[src/ipv4_longest_prefix_match_unit_defines.svh]
// assertion macros for the route lookup unit
`ifndef IPV4_LONGEST_PREFIX_MATCH_UNIT_DEFINES_SVH
`define IPV4_LONGEST_PREFIX_MATCH_UNIT_DEFINES_SVH

`ifndef SYNTHESIS
`define LPM_ASSERT(lbl, clk, rstn, prop) \
    lbl: assert property (@(posedge clk) disable iff (!rstn) prop) \
        else $error("assertion failed");
`define LPM_ASSERT_NEVER(lbl, clk, rstn, expr) \
    lbl: assert property (@(posedge clk) disable iff (!rstn) !(expr)) \
        else $error("forbidden condition seen");
`else
`define LPM_ASSERT(lbl, clk, rstn, prop)
`define LPM_ASSERT_NEVER(lbl, clk, rstn, expr)
`endif

`endif

[src/ipv4lpm_pkg.sv]
`default_nettype none
package ipv4lpm_pkg;

    localparam int DEF_MAX_ROUTES = 64;
    localparam logic [5:0] MAX_LEN = 6'd32;

    localparam logic [1:0] ST_ADDED = 2'd0;
    localparam logic [1:0] ST_FULL  = 2'd1;
    localparam logic [1:0] ST_HIT   = 2'd2;
    localparam logic [1:0] ST_MISS  = 2'd3;

    localparam logic ACT_ADD    = 1'b0;
    localparam logic ACT_LOOKUP = 1'b1;

    typedef struct packed {
        logic        action;
        logic [31:0] address;
        logic [5:0]  prefix_len;
        logic [15:0] out_port;
    } t_req;

    typedef struct packed {
        logic [1:0]  status;
        logic [15:0] port;
    } t_rsp;

    // controller to datapath
    typedef struct packed {
        logic load;
        logic finish_add;
        logic rd_en;
        logic finish_lookup;
    } t_cmd;

    // datapath to controller
    typedef struct packed {
        logic empty;
        logic last;
    } t_sts;

    // leading len bits set; zero covers all, 32 and above is exact
    function automatic logic [31:0] len_mask(input logic [5:0] len);
        len_mask = ~(32'hFFFF_FFFF >> len);
    endfunction

endpackage
`default_nettype wire

[src/ipv4lpm_ctrl.sv]
`default_nettype none
module ipv4lpm_ctrl
    import ipv4lpm_pkg::*;
(
    input  wire logic i_clk,
    input  wire logic i_rst_n,
    input  wire logic i_start,
    input  wire logic i_action,
    input  wire t_sts i_sts,
    output t_cmd      o_cmd,
    output logic      o_busy
);

    typedef enum logic [4:0] {
        S_IDLE = 5'b00001,
        S_ADD  = 5'b00010,
        S_SCAN = 5'b00100,
        S_LAST = 5'b01000,
        S_FIN  = 5'b10000
    } t_state;

    t_state r_state, n_state;

    always_ff @(posedge i_clk) begin
        if (!i_rst_n) begin
            r_state <= S_IDLE;
        end else begin
            r_state <= n_state;
        end
    end

    always_comb begin
        n_state = r_state;
        o_cmd   = '0;
        case (r_state)
            S_IDLE: begin
                if (i_start) begin
                    o_cmd.load = 1'b1;
                    if (i_action == ACT_ADD) begin
                        n_state = S_ADD;
                    end else if (i_sts.empty) begin
                        n_state = S_FIN;
                    end else begin
                        n_state = S_SCAN;
                    end
                end
            end
            S_ADD: begin
                o_cmd.finish_add = 1'b1;
                n_state = S_IDLE;
            end
            S_SCAN: begin
                o_cmd.rd_en = 1'b1;
                if (i_sts.last) begin
                    n_state = S_LAST;
                end
            end
            // last read word is compared here
            S_LAST: begin
                n_state = S_FIN;
            end
            S_FIN: begin
                o_cmd.finish_lookup = 1'b1;
                n_state = S_IDLE;
            end
            default: begin
                n_state = S_IDLE;
            end
        endcase
    end

    assign o_busy = (r_state != S_IDLE);

endmodule
`default_nettype wire

[src/ipv4lpm_dp.sv]
`default_nettype none
module ipv4lpm_dp
    import ipv4lpm_pkg::*;
#(
    parameter int MAX_ROUTES = DEF_MAX_ROUTES
) (
    input  wire logic i_clk,
    input  wire logic i_rst_n,
    input  wire t_req i_req,
    input  wire t_cmd i_cmd,
    output t_sts      o_sts,
    output logic      o_done,
    output t_rsp      o_rsp
);

    localparam int AW = (MAX_ROUTES > 1) ? $clog2(MAX_ROUTES) : 1;
    localparam int CW = $clog2(MAX_ROUTES + 1);
    localparam int EW = 32 + 6 + 16;

    typedef struct packed {
        logic [31:0] prefix;
        logic [5:0]  len;
        logic [15:0] port;
    } t_entry;

    t_entry      r_mem [MAX_ROUTES];
    t_entry      r_rd;
    t_req        r_req;
    logic [CW-1:0] r_count;
    logic [AW-1:0] r_idx;
    logic        r_cmp_v;
    logic        r_found;
    logic [5:0]  r_best_len;
    logic [15:0] r_best_port;
    logic        r_done;
    t_rsp        r_rsp;

    logic        w_full;
    logic        w_match;
    t_entry      w_wr;

    assign w_full = (r_count == CW'(MAX_ROUTES));
    assign w_wr   = t_entry'({r_req.address,
                             (r_req.prefix_len > MAX_LEN) ? MAX_LEN : r_req.prefix_len,
                             r_req.out_port});
    assign w_match = (((r_req.address ^ r_rd.prefix) & len_mask(r_rd.len)) == 32'd0);

    assign o_sts.empty = (r_count == '0);
    assign o_sts.last  = (CW'(r_idx) == r_count - CW'(1));

    always_ff @(posedge i_clk) begin
        if (i_cmd.finish_add && !w_full) begin
            r_mem[r_count[AW-1:0]] <= w_wr;
        end
        if (i_cmd.rd_en) begin
            r_rd <= r_mem[r_idx];
        end
    end

    always_ff @(posedge i_clk) begin
        if (i_cmd.load) begin
            r_req <= i_req;
        end
    end

    always_ff @(posedge i_clk) begin
        if (!i_rst_n) begin
            r_count <= '0;
            r_idx   <= '0;
            r_cmp_v <= 1'b0;
            r_found <= 1'b0;
            r_done  <= 1'b0;
        end else begin
            r_cmp_v <= i_cmd.rd_en;
            r_done  <= i_cmd.finish_add | i_cmd.finish_lookup;
            if (i_cmd.load) begin
                r_idx   <= '0;
                r_found <= 1'b0;
            end else if (i_cmd.rd_en) begin
                r_idx <= r_idx + AW'(1);
            end
            if (i_cmd.finish_add && !w_full) begin
                r_count <= r_count + CW'(1);
            end
            // strictly longer wins, so the earliest of equal lengths stays
            if (r_cmp_v && w_match && (!r_found || r_rd.len > r_best_len)) begin
                r_found <= 1'b1;
            end
        end
    end

    always_ff @(posedge i_clk) begin
        if (r_cmp_v && w_match && (!r_found || r_rd.len > r_best_len)) begin
            r_best_len  <= r_rd.len;
            r_best_port <= r_rd.port;
        end
        if (i_cmd.finish_add) begin
            r_rsp.status <= w_full ? ST_FULL : ST_ADDED;
            r_rsp.port   <= 16'd0;
        end else if (i_cmd.finish_lookup) begin
            r_rsp.status <= r_found ? ST_HIT : ST_MISS;
            r_rsp.port   <= r_found ? r_best_port : 16'd0;
        end
    end

    assign o_done = r_done;
    assign o_rsp  = r_rsp;

    if (EW != $bits(t_entry)) begin : g_bad_entry
        $error("route entry width mismatch");
    end

endmodule
`default_nettype wire

[src/ipv4_longest_prefix_match_unit.sv]
// add request: S_ADD, then a registered result strobe; a new request may start with it
// lookup request: S_SCAN, S_LAST and S_FIN, then the result strobe and a new request
// (only S_FIN with no stored routes); one route is read per cycle from the route memory
// busy is low again when the strobe comes; results cannot be stalled by the receiver
// synchronous active-low reset empties the table; route memory itself is not cleared
`default_nettype none
`include "ipv4_longest_prefix_match_unit_defines.svh"
module ipv4_longest_prefix_match_unit
    import ipv4lpm_pkg::*;
#(
    parameter int MAX_ROUTES = DEF_MAX_ROUTES
) (
    input  wire logic i_clk,
    input  wire logic i_rst_n,
    input  wire logic start,
    output logic      busy,
    input  wire t_req i_req,
    output logic      o_done,
    output t_rsp      o_rsp
);

    t_cmd w_cmd;
    t_sts w_sts;
    logic w_busy;

    ipv4lpm_ctrl u_ctrl (
        .i_clk    (i_clk),
        .i_rst_n  (i_rst_n),
        .i_start  (start),
        .i_action (i_req.action),
        .i_sts    (w_sts),
        .o_cmd    (w_cmd),
        .o_busy   (w_busy)
    );

    ipv4lpm_dp #(
        .MAX_ROUTES (MAX_ROUTES)
    ) u_dp (
        .i_clk   (i_clk),
        .i_rst_n (i_rst_n),
        .i_req   (i_req),
        .i_cmd   (w_cmd),
        .o_sts   (w_sts),
        .o_done  (o_done),
        .o_rsp   (o_rsp)
    );

    assign busy = w_busy;

    `LPM_ASSERT(a_accept_busy, i_clk, i_rst_n, (start && !busy) |=> busy)
    `LPM_ASSERT(a_done_after_busy, i_clk, i_rst_n, o_done |-> $past(busy))
    `LPM_ASSERT_NEVER(a_port_zero, i_clk, i_rst_n,
        o_done && o_rsp.status != ST_HIT && o_rsp.port != 16'd0)
    `LPM_ASSERT_NEVER(a_cmd_overlap, i_clk, i_rst_n,
        !$onehot0({w_cmd.load, w_cmd.finish_add, w_cmd.rd_en, w_cmd.finish_lookup}))

endmodule
`default_nettype wire
[config.mk]
export PLATFORM = sky130hd
export DESIGN_NAME = ipv4_longest_prefix_match_unit
export DESIGN_NICKNAME = d
export VERILOG_FILES = /design/src/ipv4lpm_pkg.sv /design/src/ipv4lpm_ctrl.sv /design/src/ipv4lpm_dp.sv /design/src/ipv4_longest_prefix_match_unit.sv
export VERILOG_INCLUDE_DIRS = /design/src /design/src/src
export SDC_FILE = /design/constraint.sdc
export NUM_CORES = 2
export LEC_CHECK = 0
export BUFFER_PORTS_ARGS = -buffer_cell sky130_fd_sc_hd__buf_2
export CORE_MARGIN = 3
export CORE_UTILIZATION = 60
export DETAILED_ROUTE_END_ITERATION = 7
export GPL_TIMING_DRIVEN = 0
export HOLD_SLACK_MARGIN = 0.1
export PLACE_DENSITY = 0.76
export SKIP_LAST_GASP = 1
export SLEW_MARGIN = 20
export SYNTH_ARGS = -nofsm -noshare
export SYNTH_HDL_FRONTEND = slang
export SYNTH_SLANG_ARGS = --single-unit
[constraint.sdc]
create_clock -name i_clk -period 6.3 [get_ports i_clk]
set_input_delay 0.63 -clock i_clk [delete_from_list [all_inputs] [get_ports i_clk]]
set_output_delay 0.63 -clock i_clk [all_outputs]
set_load 0.005 [all_outputs]
Word-level counts from Yosys, hierarchy flattened:

Memory sizes are Yosys's and may differ from the RTL's. A register that Yosys moved wholly into a read port is not among the register bits.
Cells that the tools add are included.

* add/subtract/negate cells: 3
* $mul: 0
* div/mod/pow operators: 0
* $lt $le $gt $ge: 2
* eq/ne operators: 10
* shift operators: 1
* mux-type cells: 20
* bitwise operators: 5
* reduce and logical (&&, ||, !) cells: 12

Operators by type and width (number)
* $mux 18: 2
* $and 32x32->32: 1
* $logic_not 32->1: 1
* $not 32->32: 1
* $shr 32x6->32 const A: 1
* $xor 32x32->32: 1
* $mux 5: 4
* $mux 16: 1
* $pmux 5 s3: 1
* $mux 1: 11
* $add 7x1->7 const B: 1
* $eq 6x7->1: 1
* $eq 7x7->1 const B: 1
* $logic_not 7->1: 1
* $sub 7x1->7 const B: 1
* $add 6x1->6 const B: 1
* $gt 6x6->1: 1
* $gt 6x6->1 const B: 1
* $mux 6: 1
* $eq 5x1->1 const B: 1
* $eq 5x2->1 const B: 1
* $eq 5x3->1 const B: 1
* $eq 5x4->1 const B: 1
* $eq 5x5->1 const B: 1
* 11 further kinds: 15

* register bits: 115
* latch bits: 0
* RAM bits: 3456
* memory bits (read-only): 0
* bits of input ports: 58
* word-level logic and storage cells: 67
* memories kept: 1

Memories
* u_dp.r_mem: words 64, width 54, read ports 1, clocked after memory_dff 1, write ports 1, line ipv4lpm_dp.sv:26 `t_entry r_mem [MAX_ROUTES];`

Longest topological paths before layout:

* word-level depth: 7
* depth in mapped cells: 10
* gate-level depth less buffers: 8

Modules after synthesis:

Synthesis repeated with hierarchy kept, for this count alone.

* cell total of the unflattened synthesis: 5728
* area, all modules: 137956.1 um^2

Modules (own cells, without submodules)
* ipv4lpm_dp: times used 1, cells each 5701, area an instance 137687.1 um^2
* ipv4lpm_ctrl: times used 1, cells each 27, area an instance 269.0 um^2

Worst setup path after synthesis:

Ideal clock, no wire load.

* kind: reg-to-reg
* start: reg u_dp.r_req[37] in the netlist's numbering
* end: reg u_dp.r_best_len[0], enable pin
* setup time: 0.457 ns
* data arrival time: 4.112 ns
* required time: 5.843 ns
* slack: 1.731 ns
* cell stages (with the launch flop): 6
* buffers on the path: 0
* cells stage by stage: edfxtp_1 > xor2_1 > o41ai_1 > o2111a_1 > o211ai_1 > nor4_1

* cells in the longest elaborated chain, start to end: 5

Ends and longest elaborated chain
* start, declared: line ipv4lpm_dp.sv:28 `t_req r_req;`
* start signal, assigned: line ipv4lpm_dp.sv:62 `r_req <= i_req;`
* $xor 32x32->32: line ipv4lpm_dp.sv:46 `assign w_match = (((r_req.address ^ r_rd.prefix) & len_mask(r_rd.len)) == 32'd0);`
* $and 32x32->32: line ipv4lpm_dp.sv:46
* $logic_not 32->1: line ipv4lpm_dp.sv:46
* $logic_and 1x1->1 (2 in a row): line ipv4lpm_dp.sv:93 `if (r_cmp_v && w_match && (!r_found || r_rd.len > r_best_len)) begin`
* end signal, assigned: line ipv4lpm_dp.sv:94 `r_best_len <= r_rd.len;`
* end, declared: line ipv4lpm_dp.sv:33 `logic [5:0] r_best_len;`

No other way between the ends.
A chain may end at the register's enable or synchronous reset.

==> results.md <==
* Area Overhead vs Synth at 17.91%
* Worst setup SP type: register
* Hold Path End: u_ctrl.r_state[0]$_SDFFE_PN1P_
* Worst Path Required at between 7 and 8 ns
* Share of cells above drive strength 1 at 0.3197
* Boundary Pins at 78
* Syn Nets at 5,844
* R2R Setup Slk at 1.45 ns
* Worst R2R Path Depth at 9
* Post-place setup slack at 1.745 ns
* Routed Antenna Nets at 0
* Overflow after GRT at 0
* CTS tree: done
* CP Capture Type: register
* Initial Util at 0.6051
* Hold WC Path Type: in2reg
* Hold WS at 0.1860 ns
* Crit path DAT at roughly 5.6 ns
* Post-synth EDFFs at between 3,000 and 4,000
* Clk buf depth at 4
* DIE WIDTH at between 400 and 500 microns
* CTS Sinks at about 3,600
* Max-cap viol count at 0
* Setup ws final at ~1.4 ns
* FF+latch count, synth at 3,625
* Final hold vios at 0
* Mapped Cells at between 5,000 and 6,000
* Area after DPL at 150,600 sq um
* CTS H-tree lvls at 5
* Fillers at around 12,000
* Share of the synthesized area in the top cell type at 0.7812
* Die Area at about 240,000 sq um
* Yosys warns at 0
* Final net count at ~6,700
* Mapped cell area at roughly 140,000 sq um
* Row count at ~180
* Crit path time final at approximately 4.9 ns
* Crit-path max FO at 10
* GPL Wtd Cong at about 0.88
* Count of cell types in the netlist at 58
* Clock latency on the worst-skew pair at 1.00 ns
* Worst slew pin tran at 1.300 ns
* Mean Syn Cell Area at approximately 24 sq um
* Root buf cell: clkbuf_16
* Async set or reset register ratio after synthesis at 0
* Via count at roughly 77,000
* DR WL/cell at 47.11 microns
* Final HPWL DP at 299,600 microns
* Slew Viols, Final at 0
* Most area-consuming cells after synthesis: edfxtp_1 78%, mux4_2 16%, mux2i_1 0.82%
* Hold path cells at 3
* Initial DRC Count at ~16,000
* Dominant cell type by area after synthesis: edfxtp_1
* Reg clk slew, reported paths at 0.06 ns
* Vias per cell at roughly 7.7
* Largest net degree at the start of global routing at 65
* Register area share after synthesis at 0.7866
* Die Y at between 400 and 500 microns
* Setup TNS at 0 ns
* Status: complete, but fails checks
* First-pass GRT wire length at 629,400 microns
* Failing checks: DRC
* Vias in the first global route at 74,930
* Core ar. at about 230,000 sq um
* Top_reg_cell synth: edfxtp_1
* Power Dens Cells at around 300 nW/um^2
* Peak VDD IR at around 0.30 mV
* Worst Setup Path Type: reg2reg
* Area occupied by registers at ~110,000 sq um
* Hold path startpoint: start
* Lkg Pwr at around 50 nW
* Buffers on Ports at 77
* Total CTS buffers at 361
* Rel. slew slack at 0.1332
* Initial antenna violation count at 38
* Most common cell in the synthesized netlist: edfxtp_1
* Multi-input gate area at about 28,000 sq um
* GRT Total Usage at 0.3986
* Drt total wl at about 470,000 microns
* Reg-to-Reg Start: u_dp.r_idx[1]$_SDFFE_PP0P_
* Post-Route Skew at around 0.094 ns
* Post-route cell area at approximately 160,000 sq um
* Final period util at 0.7702
* Post-synth top cells: 3,588 x edfxtp_1, 989 x mux4_2, 130 x clkbuf_1
* Drt drc at 9
* TritonRoute pass-1 iters at 8
* RSZ-0062 raised after global routing: no
* Reg2Reg Capture Point: u_dp.r_rd[6]$_DFFE_PP_
* Final setup fails at 0
* Max frequency at just over 200 MHz
-- through the flow --
stage / cells / utilization / power, mW
floorplan: 5776 / - / 27.76
global placement: 8862 / 0.6233 / 28.15
detailed placement: 9236 / 0.6606 / 28.41
CTS: 9927 / 0.7130 / 49.13
global route: 9936 / 0.7131 / 50.05
finish: 9961 / 0.7134 / 49.31
-- metal layers --
metal	up-vias	GRT usage	wire length (microns)
li1	26630	-	-
met1	39010	0.4946	140000
met2	8791	0.5880	211400
met3	2061	0.1450	74570
met4	16	0.2841	43130
met5	-	0	93
-- critical path, cell delays in order, from the launching register on --
cell and delay (ns):
dfxtp_1 0.35, buf_4 0.23, buf_2 0.61, buf_2 0.70, clkbuf_1 0.99, mux4_2 0.43, mux2i_1 0.29, a211oi_1 0.20
a21oi_1 0.60, nand2_1 0.16
-- timing repair --
| item | in CTS | in global routing |
|---|---|---|
| gates resized for setup | 0 | 0 |
| hold buffers | 58 | 0 |
| buffers inserted | 0 | 0 |
| endpoints found under the hold margin | 60 | 0 |
-- layout by cell type, fill, tap and decap left out, types with 74 or more instances in the layout --
cell | synthesis | layout
buf_2 | 104 | 198
clkbuf_1 | 130 | 161
mux4_2 | 989 | 989
a211oi_1 | 114 | 114
clkbuf_16 | 0 | 365
buf_8 | 0 | 89
clkinv_1 | 1 | 74
buf_16 | 0 | 126
buf_12 | 0 | 153
nor2b_1 | 79 | 74
mux2i_1 | 113 | 113
a21oi_1 | 83 | 83
edfxtp_1 | 3588 | 3588
-- kinds of logic (layout without fill, tap and decap cells) --
family | count (synthesis) | count (layout) | share of synthesized area
compound gates | 340 | 340 | 0.01677
buf+inv | 332 | 1475 | 0.01150
xor+xnor | 51 | 51 | 0.003239
other cells | 0 | 33 | 0
simple gates | 315 | 315 | 0.01120
fa+ha+maj | 10 | 10 | 0.0009072
flops | 3625 | 3625 | 0.7866
mux | 1103 | 1103 | 0.1698
-- how the worst max path moves through the flow --
| stage | start | end | cells after the start |
|---|---|---|---|
| 6_report | u_dp.r_idx[1]$_SDFFE_PP0P_ | u_dp.r_rd[6]$_DFFE_PP_ | 9 |
| 5_1_grt | u_dp.r_idx[1]$_SDFFE_PP0P_ | u_dp.r_rd[9]$_DFFE_PP_ | 9 |
| 4_1_cts | u_dp.r_idx[1]$_SDFFE_PP0P_ | u_dp.r_rd[9]$_DFFE_PP_ | 9 |
| 3_5_place_dp | u_dp.r_idx[1]$_SDFFE_PP0P_ | u_dp.r_rd[9]$_DFFE_PP_ | 9 |
| 3_3_place_gp | u_dp.r_count[0]$_SDFFE_PN0P_ | u_dp.r_mem[11][28]$_DFFE_PP_ | 7 |
| 2_1_floorplan | u_dp.r_req[37]$_DFFE_PP_ | u_dp.r_best_len[0]$_DFFE_PP_ | 5 |
-- flip-flops by register name, summed over array words and instances, names as in the netlist --
signal,count
u_ctrl.r_state,5
u_dp.o_done,1
u_dp.o_rsp,18
u_dp.r_best_len,6
u_dp.r_best_port,16
u_dp.r_cmp_v,1
u_dp.r_count,7
u_dp.r_found,1
u_dp.r_idx,6
u_dp.r_mem,3456
u_dp.r_rd,54
u_dp.r_req,54
-- power breakdown --
part / total, mW / switching (mW) / internal [mW]
Clock: 21.3 / 9.21 / 12.1
Sequential: 27.0 / 0.166 / 26.8
Combinational: 1.01 / 0.719 / 0.292
-- cell type report --
class	count	area share
inverter	23	0.0005617
timing repair buffer	510	0.05471
tap	3009	0.02315
sequential	3625	0.6671
clock inverter	192	0.01126
multi-input combinational	1819	0.1745
buffer	309	0.009649
antenna	33	0.0005078
clock buffer	441	0.05854
(Power assumes the default switching activity.)
